==> src/rtl/top_k_longest_transfers_macros.svh <==
// Assertion macros shared by the top-k longest transfers RTL.
`ifndef TOP_K_LONGEST_TRANSFERS_MACROS_SVH
`define TOP_K_LONGEST_TRANSFERS_MACROS_SVH

// Property checked on every rising clock edge outside reset.
`define TKLT_ASSERT(name, prop, msg) \
  name: assert property (@(posedge clk) disable iff (!rst_n) (prop)) else $error(msg);

// Antecedent in one cycle implies consequent in the next.
`define TKLT_ASSERT_NEXT(name, ante, cons, msg) \
  name: assert property (@(posedge clk) disable iff (!rst_n) (ante) |=> (cons)) else $error(msg);

`endif

==> src/rtl/tklt_pkg.sv <==
// Types and constants for the top-k longest transfers block.
package tklt_pkg;

  localparam int TOP_COUNT = 16;
  localparam int IDX_W     = (TOP_COUNT > 1) ? $clog2(TOP_COUNT) : 1;
  localparam int CNT_W     = $clog2(TOP_COUNT + 1);

  localparam int WIDE_W  = 64;
  localparam int ID_W    = 16;
  localparam int RIDX_W  = 4;
  localparam int RANK_W  = 4;
  localparam int ECNT_W  = 5;

  localparam logic REQ_INSERT = 1'b0;
  localparam logic REQ_READ   = 1'b1;

  typedef enum logic [1:0] {
    ST_IDLE,
    ST_CMP,
    ST_UPD
  } tklt_state_t;

  // controller -> datapath
  typedef struct packed {
    logic capture;
    logic compare;
    logic commit;
  } ctl_cmd_t;

  // datapath -> controller
  typedef struct packed {
    logic out_free;
  } ctl_sts_t;

endpackage

==> src/rtl/tklt_ctrl.sv <==
// Sequencer for the top-k list: capture, compare, then update and result load.
`include "top_k_longest_transfers_macros.svh"

module tklt_ctrl (
  input  logic                clk,
  input  logic                rst_n,
  input  logic                in_valid,
  output logic                in_ready,
  input  tklt_pkg::ctl_sts_t  sts,
  output tklt_pkg::ctl_cmd_t  cmd
);
  import tklt_pkg::*;

  tklt_state_t state_r, state_nxt;

  always_ff @(posedge clk) begin
    if (!rst_n) begin
      state_r <= ST_IDLE;
    end else begin
      state_r <= state_nxt;
    end
  end

  always_comb begin
    state_nxt   = state_r;
    in_ready    = 1'b0;
    cmd.capture = 1'b0;
    cmd.compare = 1'b0;
    cmd.commit  = 1'b0;
    case (state_r)
      ST_IDLE: begin
        in_ready    = 1'b1;
        cmd.capture = in_valid;
        if (in_valid) begin
          state_nxt = ST_CMP;
        end
      end
      ST_CMP: begin
        cmd.compare = 1'b1;
        state_nxt   = ST_UPD;
      end
      ST_UPD: begin
        // hold here until the output register can take the result
        if (sts.out_free) begin
          cmd.commit  = 1'b1;
          in_ready    = 1'b1;
          cmd.capture = in_valid;
          state_nxt   = in_valid ? ST_CMP : ST_IDLE;
        end
      end
      default: begin
        state_nxt = ST_IDLE;
      end
    endcase
  end

  `TKLT_ASSERT_NEXT(a_cmp_then_upd, state_r == ST_CMP, state_r == ST_UPD, "compare not followed by update")
  `TKLT_ASSERT(a_overlap_commit, (in_valid && in_ready && state_r == ST_UPD) |-> cmd.commit, "word taken in update without commit")
  `TKLT_ASSERT(a_ready_idle, (state_r == ST_IDLE) |-> in_ready, "not ready while idle")

endmodule

==> config.mk <==
export PLATFORM = sky130hd
export DESIGN_NAME = tklt_ctrl
export DESIGN_NICKNAME = d
export VERILOG_FILES = /design/src/rtl/tklt_pkg.sv /design/src/rtl/tklt_ctrl.sv
export VERILOG_INCLUDE_DIRS = /design/src /design/src/rtl
export SDC_FILE = /design/constraint.sdc
export NUM_CORES = 1
export LEC_CHECK = 0
export BUFFER_PORTS_ARGS = -buffer_cell sky130_fd_sc_hd__buf_2
export CAP_MARGIN = 15
export CORE_AREA = 2 2 39 41
export CTS_CLUSTER_DIAMETER = 150
export CTS_CLUSTER_SIZE = 25
export DETAILED_ROUTE_END_ITERATION = 8
export DIE_AREA = 0 0 41 43
export PLACE_DENSITY = 0.36
export SLEW_MARGIN = 20
export SYNTH_ARGS = -nofsm -noshare
export SYNTH_HDL_FRONTEND = slang
export SYNTH_SLANG_ARGS = --single-unit
==> constraint.sdc <==
create_clock -name clk -period 0.9 [get_ports clk]
set_input_delay 0.045 -clock clk [delete_from_list [all_inputs] [get_ports clk]]
set_output_delay 0.045 -clock clk [all_outputs]
set_load 0.01 [all_outputs]
# [After elaboration in Yosys (flattened, before gate mapping)]
# Cells that the tools add are included.
[word_totals] regBits=2 in_bits=4 output_inout_bits=4 elab_cells=17
[classes] eq_ne=4 mux=10 reduce_logical=2
[ops] operator="$pmux W2 S3" count=1
[ops] operator="$mux W1" count=5
[ops] operator="$mux W2" count=2
[ops] operator="$ne A2 B2 Y1 const B" count=2
[ops] operator="$pmux W1 S2" count=2
[ops] operator="$eq A2 B1 Y1 const B" count=1
[ops] operator="$eq A2 B2 Y1 const B" count=1
[ops] operator="$logic_not A2 Y1" count=1
[ops] operator="$reduce_and A2 Y1" count=1

# [Longest topological paths before layout]
# Gate-level depths: netlist of the first run.
[logic_depth] word_depth=3 mapped_depth=2 mapped_depth_nobuf=2

# [Worst setup path after synthesis of the first run]
# Ideal clock, no wire load.
[synth_path] path_type="register to output" from="register state_r[1]" to="output port cmd[2] (netlist name)" arrival_ps=770 required_time_ps=855 slack_ps=85 stages_incl_launch_ff=3 path_buffers=0 path_cell_list="dfxtp_1 > nor2b_1 > nor3b_1"
[synth_lines] item="from (decl)" line_no="tklt_ctrl.sv:14" source="tklt_state_t state_r, state_nxt;"
[synth_lines] item="from (signal assigned)" line_no="tklt_ctrl.sv:20" source="state_r <= state_nxt;"
[synth_lines] item="to (decl)" line_no="tklt_ctrl.sv:10" source="output tklt_pkg::ctl_cmd_t cmd"

==> results by group, run 1 <==
Run status
  • Status: finished, violations left
  • Failing checks: negative setup slack

Clock tree
  • H-tree depth: 1
  • Clk pin slew, worst setup/hold paths: approximately 30 ps
  • Insertion delay to the later sink of the worst-skew pair: around 230 ps
  • Clock root cell: clkbuf_4
  • Max clock buf depth: 2
  • Number of buffers created by CTS: 3
  • Hold Buf Count CTS: 0
  • Clk sink count: 2
  • CTS tree: built

Placement
  • Pre-CTS setup slack: 54.0 ps
  • Placed insts: 34
  • Gp weighted congestion: 0.564
  • # port buffers: 7

Power
  • Switching share of power: 0.245
  • Logic pwr share: 0.152
  • Sequential power share: 0.278
  • Max VDD drop: 363 uV
  • Clock network power share: 0.569
  • P_int: 274 uW
  • Pleak: slightly below 0.0001 uW
  • P per Cell Area: 1700 nW/um2
  • Sw Pwr: roughly 90 uW

STA
  • Fmax: slightly above 1000 MHz
  • Max_slew headroom: 0.876
  • Final Cycle Share: 1.11
  • Final Setup Violations: 4
  • Tightest Pin Transition: ~180 ps
  • TNS Setup: -257 ps
  • Setup ws final: -94.6 ps
  • Final Hold Viols: 0
  • Unrepaired setup endpoints after global routing: yes
  • Fin crit period: between 900 and 1000 ps
  • Clock skew after layout: 3.40 ps
  • Slew Limit Fails: 0
  • WHS: 42.3 ps

Synthesis
  • Synth top area cells: dfxtp_1, nor4bb_2, nor3b_1
  • Share of the synthesized area in the top cell type: 0.360
  • Cell variety after synth: 9
  • Ys flop type: dfxtp_1
  • Register bit count reported by yosys: 2
  • Avg Cell Area, Syn: just over 9 um2
  • Cells after Synth: 12
  • Cell taking the most area after synthesis: dfxtp_1
  • Post-synth EDFFs: 0
  • Syn nets: 16
  • Post-synthesis instance area: about 110 um2
  • Register area share after synthesis: 0.360
  • YS warnings: 0
  • Most instantiated cells after synthesis: dfxtp_1, nor2_1, nor3b_1
  • Asr flop ratio synth: 0

Worst setup path
  • Crit Path Category: reg -> out
  • WP data required: 850 ps
  • Crit-path max FO: 3
  • CP endpoint kind: primary output
  • Startpoint Class: flop
  • Crit path DAT: between 900 and 1000 ps

Floorplanning
  • Die area: around 1800 um2
  • Chip width: approximately 41 um
  • Starting Density: 0.0805
  • Die Span Y: about 43 um
  • Core area: between 1000 and 1500 um2
  • Row cnt: 14
  • Number of I/O pins: 8

Cells and area
  • Syn-to-layout area delta: 92.1%
  • Layout Nets: 29
  • Ant diodes: 0
  • Non-filler cells, final: 39
  • Post-Route Utilization: 0.155
  • Largest registers: state_r x2
  • Layout filler cell count: 150
  • Largest reg by FF count: state_r
  • Max FFs per register: 2
  • Share of cells above drive strength 1: 0.739

Drt
  • Pre-Repair DR Iteration Count: 2
  • Vias/cell: around 3.3
  • Via count: about 130
  • Final antenna-violating net count: 0
  • DRC viols: 0
  • Initial DRC count: 3
  • Final wirelength: 328 um
  • WL/cell: ~8.4 um

GRT
  • First-pass GRT wire length: 503 um
  • Initial antenna violation count: 0
  • Total track usage: 0.0511
  • Vias in the first global route: 140
  • Total congestion overflow: 0
  • Largest net degree at the start of global routing: 7

Run
  • Max-Cap Viols: 0

Worst hold path
  • Hold crit path type: in -> reg
==> stage by stage <==
stage | power [uW] | cell area (um2)
global route | 379 | 214
finish | 363 | 214
detailed placement | 147 | 159
CTS | 373 | 214
floorplan | 129 | 111
global placement | 145 | 159
==> area by class of cell <==
class | instances | area (um2) | share of cell area
multi-input cells | 9 | 76.3 | 0.357
repair buffers | 9 | 50.0 | 0.234
clock buffers | 3 | 22.5 | 0.105
flip-flops and latches | 2 | 45.0 | 0.211
well taps | 16 | 20.0 | 0.0936
==> power by group through the flow <==
stage / logic, uW / clock network (uW) / registers (uW)
after floorplan: 28.1 / 0 / 101
after global placement: 44.0 / 0 / 101
after detailed placement: 45.2 / 0 / 102
after CTS: 55.6 / 217 / 101
after global routing: 61.3 / 216 / 102
final: 55.3 / 207 / 101
==> kinds of logic after synthesis <==
| kind of cell | after synthesis | share of synthesized area |
|---|---|---|
| buffers and inverters | 1 | 0.0674 |
| AOI/OAI and AO/OA | 1 | 0.0674 |
| DFF | 2 | 0.360 |
| and+or+nand+nor | 8 | 0.506 |
==> what timing repair did <==
action | in CTS | in global routing
gates resized for setup | 6 | 0
cloned | 0 | 0
pin swaps | 1 | 2
setup endpoints to repair | 4 | 5
buffers inserted | 2 | 0
==> critical path, cell delays in order (launching register included) <==
cell     delay (ps)
dfxtp_2         310
nor2b_4         130
nor3b_2         140
buf_2           140
==> cells in the final DEF, fill, tap and decap left out <==
master,Yosys,layout
buf_2,0,7
clkbuf_4,0,3
nor2_1,2,2
buf_4,1,2
and2b_1,1,1
nand2_1,1,1
nor2b_4,0,1
nor3b_2,0,1
nor3b_1,2,1
o21a_1,1,1
nor4bb_2,1,1
dfxtp_4,0,1
dfxtp_2,0,1
==> worst paths after layout <==
check	start	endpoint	cells after the start	slack [ps]
max	state_r[1]$_SDFFE_PN0P_	cmd[2]	3	-90
max reg2reg	state_r[1]$_SDFFE_PN0P_	state_r[0]$_SDFFE_PN0P_	3	10
min reg2reg	state_r[0]$_SDFFE_PN0P_	state_r[0]$_SDFFE_PN0P_	1	450
min	rst_n	state_r[1]$_SDFFE_PN0P_	2	40
==> routing by layer <==
layer  GRT usage  vias up  part of all wire
met5           0        -                 0
met4       0.100        0             0.058
met3      0.0157        2              0.12
met1      0.0414       55              0.39
li1            -       62                 -
met2      0.0625       10              0.43
Note: power is estimated with default switching activity, not from simulation.
==> run 2: changes to the inputs <==
--- a/config.mk
+++ b/config.mk
@@ -13,6 +13,7 @@
 export CTS_CLUSTER_SIZE = 25
 export DETAILED_ROUTE_END_ITERATION = 8
 export DIE_AREA = 0 0 41 43
+export HOLD_SLACK_MARGIN = 0.12
 export PLACE_DENSITY = 0.36
 export SLEW_MARGIN = 20
 export SYNTH_ARGS = -nofsm -noshare
==> run 2 against run 1 <==
The flow still finishes with violations (negative setup slack). Non-clock buffer count grew 2. Wire length decreased by 1.5%. Count of clock-buffer cells in the layout did not move. Combinational power rose by 11%. Core utilization grew 1.4 points. Clock skew hardly changed. Final cell count grew 5.1%. Critical path depth did not move. Via count is 1.6% higher. Hold slack gained 160 ps. Die area did not move. Sequential power hardly changed. Critical endpoint unchanged. Largest power group unchanged.
==> results by group, run 2 (synthesis gave the netlist of run 1 again) <==
STA
  • Max_slew headroom: 0.876
  • Final Cycle Share: 1.11
  • Fmax: ~1000 MHz
  • Final Setup Violations: 4
  • Final Hold Viols: 0
  • Clock skew after layout: roughly 3.6 ps
  • Setup ws final: -98.9 ps
  • Tightest Pin Transition: 183 ps
  • TNS Setup: -261 ps
  • Unrepaired setup endpoints after global routing: yes
  • Slew Limit Fails: 0
  • Fin crit period: about 1000 ps

Drt
  • Initial DRC count: 3
  • DRC viols: 0
  • Vias/cell: 3.20
  • Pre-Repair DR Iteration Count: 2
  • Final wirelength: around 320 um
  • Final antenna-violating net count: 0
  • Via count: approximately 130
  • WL/cell: between 7 and 8 um

Cells and area
  • Max FFs per register: 2
  • Final Instance Area: between 200 and 250 um2
  • Non-filler cells, final: 41
  • Ant diodes: 0
  • Most frequent cells in the layout: buf_2, clkbuf_4, nor2_1, dlygate4sd3_1, buf_4
  • Share of cells above drive strength 1: 0.680
  • Largest reg by FF count: state_r
  • Layout Nets: 31
  • Most common cell after layout, fill and taps aside: buf_2
  • Largest registers: state_r x2
  • Syn-to-layout area delta: 110%

Worst setup path
  • Startpoint Class: flop
  • WP data required: ~850 ps
  • CP endpoint kind: primary output
  • Crit path DAT: 950 ps
  • Crit Path Category: reg -> out
  • Crit-path max FO: 3

GRT
  • Total track usage: 0.0501
  • Largest net degree at the start of global routing: 7
  • Initial antenna violation count: 0
  • Vias in the first global route: around 140
  • First-pass GRT wire length: 489 um
  • Total congestion overflow: 0

Clock tree
  • H-tree depth: 1
  • Clk sink count: 2
  • Number of buffers created by CTS: 3
  • Clk pin slew, worst setup/hold paths: 30 ps
  • Insertion delay to the later sink of the worst-skew pair: roughly 230 ps
  • Clock root cell: clkbuf_4
  • Max clock buf depth: 2
  • CTS tree: built

Power
  • Clock network power share: 0.560
  • Logic pwr share: 0.167
  • Pleak: about 0.00011 uW
  • Sw Pwr: 89.8 uW
  • P per Cell Area: approximately 1600 nW/um2
  • Sequential power share: 0.274
  • P_int: between 200 and 300 uW
  • Max VDD drop: approximately 360 uV
  • Switching share of power: 0.243

Floorplanning
  • Core area: 1380 um2
  • Die Span Y: about 43 um
  • Die area: roughly 1800 um2
  • Chip width: a little over 40 um
  • Row cnt: 14
  • Starting Density: 0.0805
  • Number of I/O pins: 8

Placement
  • Gp weighted congestion: roughly 0.56
  • Placed insts: 34
  • # port buffers: 7
  • DP Area: around 160 um2

Run status
  • Failing checks: negative setup slack
  • Status: finished, violations left

Worst hold path
  • Hold crit path type: in -> reg

Run
  • Max-Cap Viols: 0
==> run 2: critical path: stages (launching register included) <==
cell     delay, ps
dfxtp_2        310
nor2b_4        130
nor3b_2        140
buf_2          150
==> run 2: final timing paths <==
kind | cells past startpoint | slack (ps) | start | end
max | 3 | -100 | state_r[1]$_SDFFE_PN0P_ | cmd[2]
min reg2reg | 1 | 450 | state_r[0]$_SDFFE_PN0P_ | state_r[0]$_SDFFE_PN0P_
min | 3 | 200 | sts | state_r[1]$_SDFFE_PN0P_
max reg2reg | 3 | 10 | state_r[1]$_SDFFE_PN0P_ | state_r[0]$_SDFFE_PN0P_
==> run 2: repair_timing <==
action	in CTS	in global routing
endpoints found under the setup margin	4	5
hold buffers	2	0
pin swaps	1	2
hold endpoints to repair	2	0
buffers inserted	2	0
resized for setup	6	0
==> run 2: stage by stage <==
| step | hold WS (ps) | total power, uW | util | setup slack [ps] |
|---|---|---|---|---|
| global placement | 260 | 145 | 0.115 | 85.7 |
| detailed placement | 276 | 147 | 0.115 | 54.0 |
| finish | 199 | 369 | 0.169 | -98.9 |
| floorplan | 163 | 129 | - | 85.3 |
| global route | 216 | 386 | 0.169 | -153 |
| CTS | 194 | 379 | 0.169 | -122 |
==> run 2: cell type report <==
| class | count | area [um2] |
|---|---|---|
| clock buffer | 3 | 22.5 |
| fill | 148 | 1150 |
| multi-input combinational | 9 | 76.3 |
| sequential | 2 | 45.0 |
| tap | 16 | 20.0 |
| timing repair buffer | 11 | 70.1 |
==> run 2: layer usage <==
metal	vias to the layer above	part of all wire	global-route usage
li1	66	-	-
met1	53	0.38	0.0382
met2	10	0.42	0.0625
met3	2	0.13	0.0157
met4	0	0.059	0.100
met5	-	0	0
==> run 2: power by group through the flow <==
stage               clock network [uW]  logic [uW]  registers [uW]
CTS                                217        61.8             101
global placement                     0        44.0             101
detailed placement                   0        45.2             102
finish                             207        61.6             101
global route                       216        67.9             102
floorplan                            0        28.1             101
